## src/rtl/cfd_pkg.sv

```systemverilog
// ============================================================================
// cfd_pkg: shared types and constants for the block stream deframer
// Field widths, header constants, status codes, the parser phase encoding,
// and the structs that carry queued bytes and configuration writes to the parser.
// ============================================================================
package cfd_pkg;

  localparam int BYTE_W = 8;
  localparam int SIZE_W = 16;
  localparam int LEN_W  = 25;

  // Lead byte that opens a five-byte header.
  localparam logic [BYTE_W-1:0] LONG_MARK = 8'hFF;

  // Decompressed block size assumed by a two-byte header, capped at the output still owed.
  localparam logic [SIZE_W-1:0] DEFAULT_BLOCK_SIZE = 16'd32768;

  // Largest legal stream length in either direction.
  localparam logic [LEN_W-1:0] MAX_ENTRY_BYTES = 25'd16777216;

  // Header sizes, counting the lead byte.
  localparam logic [LEN_W-1:0] LONG_HDR_BYTES  = 25'd5;
  localparam logic [LEN_W-1:0] SHORT_HDR_BYTES = 25'd2;

  // Configuration register indexes.
  localparam logic REG_INPUT_LENGTH  = 1'b0;
  localparam logic REG_OUTPUT_LENGTH = 1'b1;

  // Stream status reported with every result.
  typedef enum logic [1:0] {
    ST_RUN  = 2'd0,
    ST_DONE = 2'd1,
    ST_ERR  = 2'd2
  } status_t;

  // Parser phase, one-hot.
  typedef enum logic [5:0] {
    PH_LEAD = 6'b000001,
    PH_DHI  = 6'b000010,
    PH_DLO  = 6'b000100,
    PH_CHI  = 6'b001000,
    PH_CLO  = 6'b010000,
    PH_PAY  = 6'b100000
  } phase_t;

  // One classified input byte held in the queue.
  typedef struct packed {
    logic              is_mark;
    logic [BYTE_W-1:0] data;
  } qentry_t;

  // Configuration write as seen by the parser.
  typedef struct packed {
    logic             we;
    logic             index;
    logic [LEN_W-1:0] data;
  } cfg_wr_t;

  // A length register is legal when nonzero and no larger than the maximum.
  function automatic logic len_ok(input logic [LEN_W-1:0] v);
    len_ok = (v != '0) && (v <= MAX_ENTRY_BYTES);
  endfunction

endpackage

```

## src/rtl/cfd_front.sv

```systemverilog
// ============================================================================
// cfd_front: input acceptance, byte classification and queue
// Takes stream bytes, tags header lead marks, and holds them in a short
// queue so the parser can stall without blocking the input side at once.
// ============================================================================
module cfd_front #(
  parameter int DEPTH = 4
) (
  input  logic               clk,
  input  logic               rst,
  input  logic               s_tvalid,
  output logic               s_tready,
  input  logic [7:0]         s_byte,
  output logic               q_valid,
  output cfd_pkg::qentry_t   q_head,
  input  logic               q_pop
);
  import cfd_pkg::*;

  localparam int PtrW = (DEPTH > 1) ? $clog2(DEPTH) : 1;
  localparam int CntW = $clog2(DEPTH + 1);

  qentry_t         mem [DEPTH];
  logic [PtrW-1:0] wr_ptr;
  logic [PtrW-1:0] rd_ptr;
  logic [CntW-1:0] count;
  logic            push;
  logic            pop;
  qentry_t         entry_in;

  // Classify the incoming byte.
  always_comb begin
    entry_in.data    = s_byte;
    entry_in.is_mark = (s_byte == LONG_MARK);
  end

  assign s_tready = (count != CntW'(DEPTH));
  assign push     = s_tvalid && s_tready;
  assign q_valid  = (count != '0);
  assign pop      = q_pop && q_valid;
  assign q_head   = mem[rd_ptr];

  // Queue storage.
  always_ff @(posedge clk) begin
    if (push) begin
      mem[wr_ptr] <= entry_in;
    end
  end

  // Queue pointers and fill count.
  always_ff @(posedge clk) begin
    if (rst) begin
      wr_ptr <= '0;
      rd_ptr <= '0;
      count  <= '0;
    end else begin
      if (push) begin
        wr_ptr <= (wr_ptr == PtrW'(DEPTH - 1)) ? '0 : wr_ptr + 1'b1;
      end
      if (pop) begin
        rd_ptr <= (rd_ptr == PtrW'(DEPTH - 1)) ? '0 : rd_ptr + 1'b1;
      end
      if (push && !pop) begin
        count <= count + 1'b1;
      end else if (pop && !push) begin
        count <= count - 1'b1;
      end
    end
  end

endmodule

```

## src/rtl/cfd_back.sv

```systemverilog
// ============================================================================
// cfd_back: header parser, length checks and result register
// Walks the block headers, checks sizes against the remaining input and
// owed output, passes payload bytes on, and holds each result for the sink.
// ============================================================================
module cfd_back (
  input  logic                        clk,
  input  logic                        rst,
  input  cfd_pkg::cfg_wr_t            cfg,
  input  logic                        q_valid,
  input  cfd_pkg::qentry_t            q_head,
  output logic                        q_pop,
  output logic                        m_tvalid,
  input  logic                        m_tready,
  output logic [cfd_pkg::BYTE_W-1:0]  out_byte,
  output logic                        out_has,
  output cfd_pkg::status_t            out_status
);
  import cfd_pkg::*;

  // Configuration and its legality flags.
  logic [LEN_W-1:0]  input_length;
  logic [LEN_W-1:0]  output_length;
  logic              in_ok;
  logic              out_ok;

  // Parser state.
  phase_t            phase, phase_next;
  status_t           finished, finished_next;
  logic              long_header, long_header_next;
  logic [SIZE_W-1:0] csize, csize_next;
  logic [SIZE_W-1:0] dsize, dsize_next;
  logic [SIZE_W-1:0] payload_left, payload_left_next;
  logic [LEN_W-1:0]  input_left, input_left_next;
  logic [LEN_W-1:0]  output_left, output_left_next;

  logic              fire;
  logic              emit;
  logic [BYTE_W-1:0] res_byte;
  logic              res_has;
  logic [SIZE_W-1:0] csize_full;
  logic [SIZE_W-1:0] dsize_short;
  logic [SIZE_W-1:0] dsize_eff;

  // A queued byte is taken when the result register is free or draining.
  assign fire  = q_valid && (!m_tvalid || m_tready);
  assign q_pop = fire;
  assign emit  = fire && (finished == ST_RUN);

  assign csize_full  = {csize[15:8], q_head.data};
  assign dsize_short = (output_left < {9'b0, DEFAULT_BLOCK_SIZE}) ?
                       output_left[SIZE_W-1:0] : DEFAULT_BLOCK_SIZE;
  assign dsize_eff   = long_header ? dsize : dsize_short;

  // Next-state logic for one byte.
  always_comb begin
    phase_next        = phase;
    finished_next     = finished;
    long_header_next  = long_header;
    csize_next        = csize;
    dsize_next        = dsize;
    payload_left_next = payload_left;
    input_left_next   = input_left;
    output_left_next  = output_left;
    res_byte          = '0;
    res_has           = 1'b0;
    if (emit) begin
      if (!(in_ok && out_ok)) begin
        finished_next = ST_ERR;
      end else begin
        case (phase)
          PH_LEAD: begin
            if (q_head.is_mark) begin
              if (input_left < LONG_HDR_BYTES) begin
                finished_next = ST_ERR;
              end else begin
                long_header_next = 1'b1;
                phase_next       = PH_DHI;
                input_left_next  = input_left - 1'b1;
              end
            end else begin
              if (input_left < SHORT_HDR_BYTES) begin
                finished_next = ST_ERR;
              end else begin
                long_header_next = 1'b0;
                csize_next       = {q_head.data, 8'h00};
                phase_next       = PH_CLO;
                input_left_next  = input_left - 1'b1;
              end
            end
          end
          PH_DHI: begin
            dsize_next      = {q_head.data, 8'h00};
            phase_next      = PH_DLO;
            input_left_next = input_left - 1'b1;
          end
          PH_DLO: begin
            dsize_next      = {dsize[15:8], q_head.data};
            phase_next      = PH_CHI;
            input_left_next = input_left - 1'b1;
          end
          PH_CHI: begin
            csize_next      = {q_head.data, 8'h00};
            phase_next      = PH_CLO;
            input_left_next = input_left - 1'b1;
          end
          PH_CLO: begin
            // Last header byte: the size must fit what remains after it.
            csize_next      = csize_full;
            dsize_next      = dsize_eff;
            input_left_next = input_left - 1'b1;
            if ((csize_full == '0) || (dsize_eff == '0) ||
                ({9'b0, csize_full} >= input_left) ||
                ({9'b0, dsize_eff} > output_left)) begin
              finished_next = ST_ERR;
            end else begin
              payload_left_next = csize_full;
              phase_next        = PH_PAY;
            end
          end
          PH_PAY: begin
            res_byte          = q_head.data;
            res_has           = 1'b1;
            input_left_next   = input_left - 1'b1;
            payload_left_next = payload_left - 1'b1;
            if (payload_left == SIZE_W'(1)) begin
              // End of block: settle the output owed.
              output_left_next = output_left - {9'b0, dsize};
              phase_next       = PH_LEAD;
              if (output_left_next == '0) begin
                finished_next = ST_DONE;
              end else if (input_left == LEN_W'(1)) begin
                finished_next = ST_ERR;
              end
            end
          end
          default: begin
            phase_next = PH_LEAD;
          end
        endcase
      end
    end
  end

  // Parser registers; a configuration write restarts the parse.
  always_ff @(posedge clk) begin
    if (rst) begin
      input_length  <= LEN_W'(1);
      output_length <= LEN_W'(1);
      in_ok         <= 1'b1;
      out_ok        <= 1'b1;
      phase         <= PH_LEAD;
      finished      <= ST_RUN;
      long_header   <= 1'b0;
      csize         <= '0;
      dsize         <= '0;
      payload_left  <= '0;
      input_left    <= LEN_W'(1);
      output_left   <= LEN_W'(1);
    end else if (cfg.we) begin
      phase        <= PH_LEAD;
      finished     <= ST_RUN;
      long_header  <= 1'b0;
      csize        <= '0;
      dsize        <= '0;
      payload_left <= '0;
      if (cfg.index == REG_INPUT_LENGTH) begin
        input_length <= cfg.data;
        in_ok        <= len_ok(cfg.data);
        input_left   <= cfg.data;
        output_left  <= output_length;
      end else begin
        output_length <= cfg.data;
        out_ok        <= len_ok(cfg.data);
        input_left    <= input_length;
        output_left   <= cfg.data;
      end
    end else begin
      phase        <= phase_next;
      finished     <= finished_next;
      long_header  <= long_header_next;
      csize        <= csize_next;
      dsize        <= dsize_next;
      payload_left <= payload_left_next;
      input_left   <= input_left_next;
      output_left  <= output_left_next;
    end
  end

  // Result register toward the sink.
  always_ff @(posedge clk) begin
    if (rst) begin
      m_tvalid <= 1'b0;
    end else if (emit) begin
      m_tvalid <= 1'b1;
    end else if (m_tready) begin
      m_tvalid <= 1'b0;
    end
  end

  always_ff @(posedge clk) begin
    if (emit) begin
      out_byte   <= res_byte;
      out_has    <= res_has;
      out_status <= finished_next;
    end
  end

`ifndef NO_ASSERTIONS
  // A finished stream stays finished until the next configuration write.
  a_sticky_finish: assert property (@(posedge clk) disable iff (rst)
    (finished != ST_RUN) && !cfg.we |=> finished == $past(finished))
    else $error("finished status changed without a configuration write");

  // Payload phase always has at least one payload byte pending.
  a_payload_nonzero: assert property (@(posedge clk) disable iff (rst)
    (phase == PH_PAY) |-> (payload_left != '0))
    else $error("payload phase with no payload bytes left");

  // Inside a block the remaining input never runs dry.
  a_input_covered: assert property (@(posedge clk) disable iff (rst)
    (phase != PH_LEAD) && (finished == ST_RUN) |-> (input_left != '0))
    else $error("block in progress with no input left");

  // A byte taken after the end produces no result.
  a_no_result_after_end: assert property (@(posedge clk) disable iff (rst)
    fire && (finished != ST_RUN) && m_tready |=> !m_tvalid)
    else $error("result produced after the stream finished");
`endif

endmodule

```

## src/rtl/compressed_block_stream_deframer_core.sv

```systemverilog
// ============================================================================
// compressed_block_stream_deframer_core: block header stripper
// Parses a framed compressed byte stream, checks each block header against
// the configured lengths, and forwards payload bytes with a running status.
//
//   Channel  Direction  Contents
//   s_*      in         one framed stream byte per transaction
//   m_*      out        payload byte, status; has_data flag in tuser
//   cfg_*    in         register index and 25-bit length value
//
// One byte per cycle is sustained while the sink keeps m_tready high; each
// accepted byte is written into the queue, then the parser step registers
// its result in the result register toward the sink.
// Reset is synchronous; it sets both lengths to 1 and empties the queue.
// The input queue of FIFO_DEPTH bytes absorbs stalls from the result side.
// Bytes taken after the stream has finished are dropped without a result.
// ============================================================================
module compressed_block_stream_deframer_core #(
  parameter int FIFO_DEPTH = 4
) (
  input  logic        clk,
  input  logic        rst,
  input  logic        s_tvalid,
  output logic        s_tready,
  input  logic [7:0]  s_tdata,     // [7:0] stream_byte
  output logic        m_tvalid,
  input  logic        m_tready,
  output logic [15:0] m_tdata,     // [7:0] payload_byte, [9:8] status, rest zero
  output logic        m_tuser,     // [0] has_data
  input  logic        cfg_valid,
  output logic        cfg_ready,
  input  logic        cfg_index,
  input  logic [24:0] cfg_data
);
  import cfd_pkg::*;

  logic              q_valid;
  logic              q_pop;
  qentry_t           q_head;
  cfg_wr_t           cfg;
  logic [BYTE_W-1:0] out_byte;
  logic              out_has;
  status_t           out_status;

  // Configuration writes are always taken.
  assign cfg_ready = 1'b1;
  always_comb begin
    cfg.we    = cfg_valid && cfg_ready;
    cfg.index = cfg_index;
    cfg.data  = cfg_data;
  end

  cfd_front #(
    .DEPTH (FIFO_DEPTH)
  ) u_front (
    .clk      (clk),
    .rst      (rst),
    .s_tvalid (s_tvalid),
    .s_tready (s_tready),
    .s_byte   (s_tdata),
    .q_valid  (q_valid),
    .q_head   (q_head),
    .q_pop    (q_pop)
  );

  cfd_back u_back (
    .clk        (clk),
    .rst        (rst),
    .cfg        (cfg),
    .q_valid    (q_valid),
    .q_head     (q_head),
    .q_pop      (q_pop),
    .m_tvalid   (m_tvalid),
    .m_tready   (m_tready),
    .out_byte   (out_byte),
    .out_has    (out_has),
    .out_status (out_status)
  );

  // Pack the result fields.
  assign m_tdata = {6'b0, out_status, out_byte};
  assign m_tuser = out_has;

endmodule
```

## config.mk

```make
export PLATFORM = sky130hd
export DESIGN_NAME = compressed_block_stream_deframer_core
export DESIGN_NICKNAME = d
export VERILOG_FILES = /design/src/rtl/cfd_pkg.sv /design/src/rtl/cfd_front.sv /design/src/rtl/cfd_back.sv /design/src/rtl/compressed_block_stream_deframer_core.sv
export SDC_FILE = /design/constraint.sdc
export NUM_CORES = 1
export LEC_CHECK = 0
export BUFFER_PORTS_ARGS = -buffer_cell sky130_fd_sc_hd__buf_2
export CELL_PAD_IN_SITES_DETAIL_PLACEMENT = 1
export CELL_PAD_IN_SITES_GLOBAL_PLACEMENT = 1
export CORE_ASPECT_RATIO = 0.8
export CORE_MARGIN = 1.5
export CORE_UTILIZATION = 50
export DETAILED_ROUTE_END_ITERATION = 8
export PLACE_DENSITY_LB_ADDON = 0.1
export SYNTH_ARGS = -nofsm -noshare
export SYNTH_HDL_FRONTEND = slang
export SYNTH_SLANG_ARGS = --single-unit
```

## constraint.sdc

```tcl
create_clock -name clk -period 6.8 [get_ports clk]
set_input_delay 1.02 -clock clk [delete_from_list [all_inputs] [get_ports clk]]
set_output_delay 1.02 -clock clk [all_outputs]
set_load 0.05 [all_outputs]
```

==> results of run 1 <==
per-layer routing:
| metal | up-vias | track usage | routed length, um |
|---|---|---|---|
| met3 | 69 | 0.0655 | 2670 |
| met1 | 5282 | 0.455 | 18500 |
| met5 | - | 0 | 0 |
| met4 | 0 | 0.0900 | 1020 |
| li1 | 5074 | - | - |
| met2 | 321 | 0.508 | 17600 |
worst reg2reg max path: stages (launching register included):
cell and delay [ns]:
sky130_fd_sc_hd__dfxtp_1 0.40, sky130_fd_sc_hd__or4_4 0.63, sky130_fd_sc_hd__or4_4 0.55, sky130_fd_sc_hd__o31ai_1 0.40
sky130_fd_sc_hd__ha_1 0.35, sky130_fd_sc_hd__a21oi_1 0.16, sky130_fd_sc_hd__a211oi_1 0.13, sky130_fd_sc_hd__a211o_1 0.29
sky130_fd_sc_hd__o21ai_0 0.22, sky130_fd_sc_hd__o211ai_2 0.17, sky130_fd_sc_hd__o21ai_1 0.43, sky130_fd_sc_hd__nand2_1 0.27
sky130_fd_sc_hd__a22oi_1 0.24, sky130_fd_sc_hd__nor2_1 0.07
worst min-delay path by stage:
stage / to / from / depth (start not counted)
2_1_floorplan: u_back.output_length[10]$_SDFFE_PP0P_ / u_back.output_length[10]$_SDFFE_PP0P_ / 2
3_3_place_gp: u_back.output_length[2]$_SDFFE_PP0P_ / u_back.output_length[2]$_SDFFE_PP0P_ / 2
3_5_place_dp: u_back.output_length[6]$_SDFFE_PP0P_ / u_back.output_length[6]$_SDFFE_PP0P_ / 2
4_1_cts: u_back.output_length[6]$_SDFFE_PP0P_ / u_back.output_length[6]$_SDFFE_PP0P_ / 2
5_1_grt: u_back.input_length[12]$_SDFFE_PP0P_ / u_back.input_length[12]$_SDFFE_PP0P_ / 2
6_report: u_back.output_length[6]$_SDFFE_PP0P_ / u_back.output_length[6]$_SDFFE_PP0P_ / 2
sequential cells by signal (all words and copies together), names as in the netlist, named ones only:
signal / count
u_back.long_header: 1
u_back.out_byte: 8
u_back.out_has: 1
u_back.finished: 2
u_back.out_ok: 1
u_back.csize: 8
u_back.m_tvalid: 1
u_front.count: 3
u_back.out_status: 2
u_back.output_left: 25
u_front.wr_ptr: 2
u_front.mem: 36
u_front.rd_ptr: 2
u_back.payload_left: 16
u_back.input_length: 25
u_back.in_ok: 1
u_back.output_length: 25
u_back.dsize: 16
u_back.input_left: 25
u_back.phase: 6
cell usage in the layout (no fill, tap or decap), drive strengths merged, types with 25 or more instances in the layout:
| master | count |
|---|---|
| o21ai | 37 |
| nor2 | 121 |
| dfxtp | 161 |
| nand2 | 175 |
| buf | 67 |
| edfxtp | 47 |
| a211oi | 64 |
| nand3 | 32 |
| clkbuf | 34 |
| nor3 | 35 |
| xnor2 | 31 |
| inv | 72 |
| mux2i | 55 |
| nor4 | 25 |
| a21oi | 126 |
| ha | 58 |
final cells by class:
type / count / share of cell area
multi-input combinational: 1031 / 0.509
sequential: 208 / 0.353
tap: 312 / 0.0297
clock buffer: 34 / 0.0515
timing repair buffer: 67 / 0.0286
clock inverter: 8 / 0.00848
inverter: 71 / 0.0203
kinds of logic after synthesis:
kind of cell             Yosys count
AO/OA/AOI/OAI                    357
XOR/XNOR                          44
AND/OR/NAND/NOR                  494
flip-flops                       208
adder cells (fa/ha/maj)           60
buffers and inverters            149
other                              2
multiplexers                      69
power by group:
part	internal, mW	total, mW	switching, mW
clock	0.772	1.32	0.551
sequential	1.39	1.51	0.122
combinational	0.402	1.24	0.839
total	2.56	4.08	1.51
==> out/results.md, run 1 <==
| Stage | Quantity | Value |
|---|---|---|
| setup path | Origin of the critical flop-to-flop path | u_back.output_left[17]$_SDFFE_PP0P_ |
| cts | H-tree depth | 1 |
| status | Outcome | complete, no violations |
| setup path | Most frequent CP cell | sky130_fd_sc_hd__or4_4 |
| synth | Simple-gate area share of the yosys netlist | 0.197 |
| synth | Number of distinct library cells after synthesis | 73 |
| sta | Final hold violation count | 0 |
| sta | Max Clock Skew | 0.0226 ns |
| setup path | Critical path depth | 13 |
| synth | Compound-gate portion of the synthesized area | 0.196 |
| global route | First-pass GRT wire length | 62700 um |
| floorplanning | Die footprint | 24700 um^2 |
| cells and area | Share of layout cells above drive strength 1 | 0.0937 |
| synth | Post-Synthesis Mean Instance Area | 8.59 um^2 |
| floorplanning | Number of placed I/O pins | 59 |
| setup path | Crit-path slowest cell | sky130_fd_sc_hd__or4_4 |
| global route | Via count of the first global-routing pass | 11000 |
| synth | Cell area after synthesis | 11900 um^2 |
| routing | Antenna Violating Nets Remaining | 0 |
| synth | Leading post-synthesis cells by cell area | sky130_fd_sc_hd__dfxtp_1, sky130_fd_sc_hd__edfxtp_1, sky130_fd_sc_hd__ha_1, sky130_fd_sc_hd__nand2_1, sky130_fd_sc_hd__a21oi_1 |
| cells and area | Final net count | 1501 |
| sta | Final max-slew violation count | 0 |
| setup path | Category of the critical setup timing path | reg -> reg |
| floorplanning | Core Region | 23400 um^2 |
| global route | Antenna violations before repair | 0 |
| cts | Hold-fix buffer count after cts | 0 |
| setup path | Category of the worst setup path capture point | flop |
| routing | Routed length per placed instance | 23.0 um |
| synth | Share of the synthesized area in the top cell type | 0.271 |
| synth | Most frequent cell after synthesis | sky130_fd_sc_hd__nand2_1 |
| sta | Final cycle utilization of the critical path | 0.657 |
| cells and area | Antenna fix cells | 0 |
| cells and area | Non-filler instance count after layout | 1731 |
| sta | Setup total negative slack | 0 ns |
| synth | Fraction of synthesized cell area in xor and xnor cells | 0.0324 |
| synth | Post-synthesis async set-or-reset flop share | 0 |
| setup path | Termination of the worst setup path | u_back.phase[1]$_SDFFE_PP0P_ |
| cts | Clk sinks | 208 |
| setup path | Largest stage delay, worst path | 0.63 ns |
| cts | Cell chosen for the clock root | sky130_fd_sc_hd__clkbuf_16 |
| setup path | Cell family with most CP delay | compound AO/OA/AOI/OAI gates |
| flow run | Max-cap violations | 0 |
| global route | Largest net degree at the start of global routing | 61 |
| power | Leakage power total | 5.03 nW |
| synth | Gate count after technology mapping | 1383 |
| placed design | Placed inst area | 12300 um^2 |
| placed design | Final RePlAce weighted congestion | 0.934 |
| setup path | Data arrival time of the worst path | 4.85 ns |
| sta | Transition time of the tightest slew-check pin | 1.11 ns |
| cts | Clock insertion delay at the later pin of the skew report | 0.53 ns |
| cts | Deepest clock path buffer count | 3 |
| sta | Setup-failing EPs final | 0 |
| setup path | Setup slack, reg-to-reg | 2.34 ns |
| sta | Final critical-path required period | 4.46 ns |
| floorplanning | Standard-cell rows | 50 |
| cells and area | Count of filler cells inserted in the layout | 2796 |
| cells and area | Post-layout util | 0.561 |
| synth | Primary flip-flop cell chosen by synthesis mapping | sky130_fd_sc_hd__dfxtp_1 |
| cts | Clock buffer count from CTS | 23 |
| routing | Wire length after detailed routing | 39700 um |
| cts | CTS clk-pin slew, worst paths | 0.07 ns |
| cells and area | Area of the multi-input gates | 6680 um^2 |
| setup path | Worst reg2reg path endpoint | u_back.phase[1]$_SDFFE_PP0P_ |
| floorplanning | Starting density of the core | 0.508 |
| synth | Top post-synthesis cells by count | sky130_fd_sc_hd__nand2_1, sky130_fd_sc_hd__dfxtp_1, sky130_fd_sc_hd__a21oi_1 |
| routing | Vias/cell | 6.21 |
| routing | Drt pass-1 iters | 5 |
| sta | Fin Hold WS | 0.453 ns |
| synth | Number of register bits inferred by synthesis | 208 |
| placed design | Half-perimeter wire length after detailed placement | 29100 um |
| synth | Post-synth top area cell | sky130_fd_sc_hd__dfxtp_1 |
| synth | Post-synthesis share of cell area spent on full adders, half adders and majority gates | 0.0644 |
| cts | TritonCTS clock tree | done |
| setup path | Count of cells along the worst register-to-register path | 13 |
| setup path | Peak fanout along the critical path | 9 |
| setup path | Cell Chain, Critical Path | or4_4 > or4_4 > o31ai_1 > ha_1 > a21oi_1 > a211oi_1 > a211o_1 > o21ai_0 > o211ai_2 > o21ai_1 > nand2_1 > a22oi_1 > nor2_1 |
| global route | Tot GR Track Use | 0.324 |
| global route | GRT overflow | 0 |
| setup path | Startpoint kind of the worst setup timing path | flop |
| power | Sum of internal, switching and leakage power | 4.08 mW |
| cells and area | Post-route design area | 13100 um^2 |
| routing | Vias | 10700 |
| setup path | Critical Path Source | u_back.output_left[17]$_SDFFE_PP0P_ |
| routing | Drc violations | 0 |
| routing | Number of DRC violations after detailed-routing iteration 0 | 756 |
| setup path | Data required time of the critical path | 7.18 ns |
| sta | Setup WS post-layout | 2.34 ns |
| cts | Post-CTS Resized | 0 |
| setup path | CP bufs+invs | 0 |
| synth | Dominant combinational cell family by area after synthesis | simple AND/OR/NAND/NOR gates |
| sta | Unrepaired setup endpoints after global routing | no |
| placed design | Worst slack after detailed placement | 2.16 ns |
| synth | Ys Warns | 0 |
| sta | Slew margin rel. | 0.258 |
| synth | Post-synthesis sequential area ratio | 0.390 |
| floorplanning | Height of the die | 141 um |
| floorplanning | Horizontal die dimension | 175 um |
| synth | Number of enable-type register cells in the synthesized netlist | 47 |
| cells and area | Layout Area Growth over Synthesis | 10.5% |
| min path | Class of the most critical hold timing path | reg -> reg |
| cts | Total setup buffers inserted after CTS | 0 |
| sta | Fmax | 0.224 GHz |
| placed design | Total placed cells including tap cells | 1689 |
| cells and area | Area taken by flip-flops and latches | 4630 um^2 |
| synth | Post-synthesis mux area share | 0.0681 |
| power | Max VDD drop | 192 uV |
| placed design | Count of input and output buffers | 51 |
| power | Total power divided by cell area | 310 nW/um^2 |
(Power assumes the default switching activity.)
==> run 2: changes to the inputs <==
--- a/config.mk
+++ b/config.mk
@@ -10,7 +10,7 @@
 export CELL_PAD_IN_SITES_GLOBAL_PLACEMENT = 1
 export CORE_ASPECT_RATIO = 0.8
 export CORE_MARGIN = 1.5
-export CORE_UTILIZATION = 50
+export CORE_UTILIZATION = 43
 export DETAILED_ROUTE_END_ITERATION = 8
 export PLACE_DENSITY_LB_ADDON = 0.1
 export SYNTH_ARGS = -nofsm -noshare
==> constraint.sdc (replaced) <==
create_clock -name clk -period 3.9 [get_ports clk]
set_input_delay 0.585 -clock clk [delete_from_list [all_inputs] [get_ports clk]]
set_output_delay 0.585 -clock clk [all_outputs]
set_load 0.05 [all_outputs]
==> run 2 against run 1 <==
Via count rose by 1.2%; core utilization fell by 5.2 points; total power increased by 80%; fmax rose by 18%; largest power group unchanged.
==> out/results.md, run 2 (synthesis gave the netlist of run 1 again) <==
| Stage | Quantity | Value |
|---|---|---|
| cts | TritonCTS clock tree | done |
| routing | Number of DRC violations after detailed-routing iteration 0 | 773 |
| global route | Tot GR Track Use | 0.286 |
| cells and area | Area of the multi-input gates | 6870 um^2 |
| sta | Fin Hold WS | 0.299 ns |
| cells and area | Count of filler cells inserted in the layout | 3210 |
| setup path | Data arrival time of the worst path | 4.21 ns |
| cells and area | Area taken by flip-flops and latches | 4640 um^2 |
| cts | Cell chosen for the clock root | sky130_fd_sc_hd__clkbuf_16 |
| global route | Via count of the first global-routing pass | 10800 |
| global route | Met2 Resource Use GR | 0.454 |
| placed design | Placed inst area | 12800 um^2 |
| placed design | Half-perimeter wire length after detailed placement | 30300 um |
| global route | Largest net degree at the start of global routing | 82 |
| floorplanning | Core Region | 27200 um^2 |
| sta | Final max-slew violation count | 0 |
| routing | Drc violations | 0 |
| sta | Setup total negative slack | 0 ns |
| routing | Wire length after detailed routing | 40800 um |
| floorplanning | Number of placed I/O pins | 59 |
| floorplanning | Height of the die | 152 um |
| cells and area | Register containing the most flip-flops in the final layout | u_front.mem |
| power | Total power divided by cell area | 528 nW/um^2 |
| floorplanning | Standard-cell rows | 54 |
| sta | Final critical-path required period | 3.77 ns |
| floorplanning | Starting density of the core | 0.437 |
| global route | First-pass GRT wire length | 63700 um |
| cells and area | Commonest non-fill, non-tap cell in the layout | sky130_fd_sc_hd__nand2_1 |
| power | Leakage power total | 5.37 nW |
| flow run | Max-cap violations | 0 |
| setup path | Setup slack, reg-to-reg | 0.13 ns |
| status | Outcome | complete, no violations |
| routing | Drt pass-1 iters | 5 |
| global route | Global-route track usage on met3 | 0.0500 |
| sta | Final cycle utilization of the critical path | 0.966 |
| cts | CTS clk-pin slew, worst paths | 0.06 ns |
| floorplanning | Horizontal die dimension | 189 um |
| placed design | Total placed cells including tap cells | 1793 |
| cells and area | Post-layout util | 0.509 |
| sta | Max Clock Skew | 0.0123 ns |
| sta | Fmax | 0.265 GHz |
| routing | Vias/cell | 5.91 |
| cts | Clock insertion delay at the later pin of the skew report | 0.52 ns |
| cells and area | Final net count | 1559 |
| global route | Antenna violations before repair | 0 |
| floorplanning | Die footprint | 28700 um^2 |
| setup path | Startpoint kind of the worst setup timing path | flop |
| sta | Slew margin rel. | 0.157 |
| cts | Deepest clock path buffer count | 3 |
| routing | Antenna Violating Nets Remaining | 0 |
| cells and area | Non-filler instance count after layout | 1841 |
| cts | Clock buffer count from CTS | 23 |
| cells and area | Share of layout cells above drive strength 1 | 0.150 |
| cells and area | Antenna fix cells | 0 |
| cts | Hold-fix buffer count after cts | 0 |
| sta | Unrepaired setup endpoints after global routing | yes |
| cells and area | Layout Area Growth over Synthesis | 16.7% |
| cells and area | Flip-flop count of the largest register after layout | 36 |
| placed design | Final RePlAce weighted congestion | 0.872 |
| cts | Clk sinks | 208 |
| cells and area | Post-route design area | 13900 um^2 |
| global route | GRT overflow | 0 |
| setup path | Category of the worst setup path capture point | flop |
| routing | Routed length per placed instance | 22.1 um |
| sta | Final hold violation count | 0 |
| global route | GRT busiest layer | met2 |
| cts | H-tree depth | 1 |
| min path | Class of the most critical hold timing path | in -> reg |
| cells and area | Commonest non-fill, non-tap cells in the layout | sky130_fd_sc_hd__nand2_1, sky130_fd_sc_hd__dfxtp_1, sky130_fd_sc_hd__a21oi_1 |
| setup path | Data required time of the critical path | 4.35 ns |
| setup path | Peak fanout along the critical path | 8 |
| power | Max VDD drop | 495 uV |
| sta | Transition time of the tightest slew-check pin | 1.25 ns |
| routing | Vias | 10900 |
| setup path | Category of the critical setup timing path | reg -> reg |
| sta | Setup-failing EPs final | 0 |
| global route | Global-route met1 utilization | 0.414 |
| placed design | Count of input and output buffers | 51 |
## run 2: cell count changes in the layout (fill, tap and decap cells not counted), sizes merged
cell	before	now
buf	67	125
bufinv	2	4
clkbuf	34	28
clkinv	4	7
clkinvlp	1	2
## run 2: layer usage
metal / wire length (um) / part of all wire / up-vias
met2: 18100 / 0.44 / 246
met4: 537 / 0.013 / 0
li1: - / - / 5189
met3: 2410 / 0.059 / 39
met1: 19700 / 0.48 / 5403
met5: 0 / 0 / -
## run 2: final timing paths
kind,from,depth (start not counted),to
max,u_back.output_left[17]$_SDFFE_PP0P_,15,u_back.payload_left[10]$_SDFFE_PP0P_
min,s_tdata[5],1,u_front.mem[1][5]$_DFFE_PP_
max reg2reg,u_back.output_left[17]$_SDFFE_PP0P_,15,u_back.payload_left[10]$_SDFFE_PP0P_
min reg2reg,u_back.output_length[7]$_SDFFE_PP0P_,2,u_back.output_length[7]$_SDFFE_PP0P_
## run 2: stage by stage
stage	worst slack [ns]	power [mW]
after floorplan	0.0202	4.07
after global placement	0.0334	4.87
after detailed placement	-0.146	4.92
after CTS	0.0233	7.29
after global routing	-0.0543	7.65
final	0.132	7.32
## run 2: cell type report
class                           count  area share
Tap cell                          364      0.0328
Clock buffer                       28      0.0458
Timing Repair Buffer              125      0.0602
Clock inverter                     14      0.0127
Inverter                           71      0.0192
Sequential cell                   208       0.334
Multi-Input combinational cell   1031       0.495
## run 2: report_power, final
group	switching, mW	total, mW	internal [mW]
clock network	0.940	2.37	1.43
logic	1.52	2.35	0.831
registers	0.179	2.60	2.42
## run 2: worst max-delay path, stage by stage (launching register included)
cell and delay (ns):
sky130_fd_sc_hd__dfxtp_2 0.32, sky130_fd_sc_hd__or4_4 0.55, sky130_fd_sc_hd__buf_6 0.14, sky130_fd_sc_hd__nor4b_4 0.35, sky130_fd_sc_hd__buf_6 0.20, sky130_fd_sc_hd__a22o_1 0.20
sky130_fd_sc_hd__ha_4 0.22, sky130_fd_sc_hd__a211oi_2 0.16, sky130_fd_sc_hd__nor2_1 0.08, sky130_fd_sc_hd__o31a_1 0.30, sky130_fd_sc_hd__o21ai_2 0.15, sky130_fd_sc_hd__o211ai_2 0.15
sky130_fd_sc_hd__nor3_4 0.29, sky130_fd_sc_hd__o21ai_2 0.09, sky130_fd_sc_hd__or2_4 0.31, sky130_fd_sc_hd__o22ai_1 0.17
## run 2: what timing repair did
item                       4_1_cts  5_1_grt
cloned                           1        0
pin swaps                        2       14
buffers inserted                 2        3
resized for setup                7       37
setup endpoints to repair       16       24
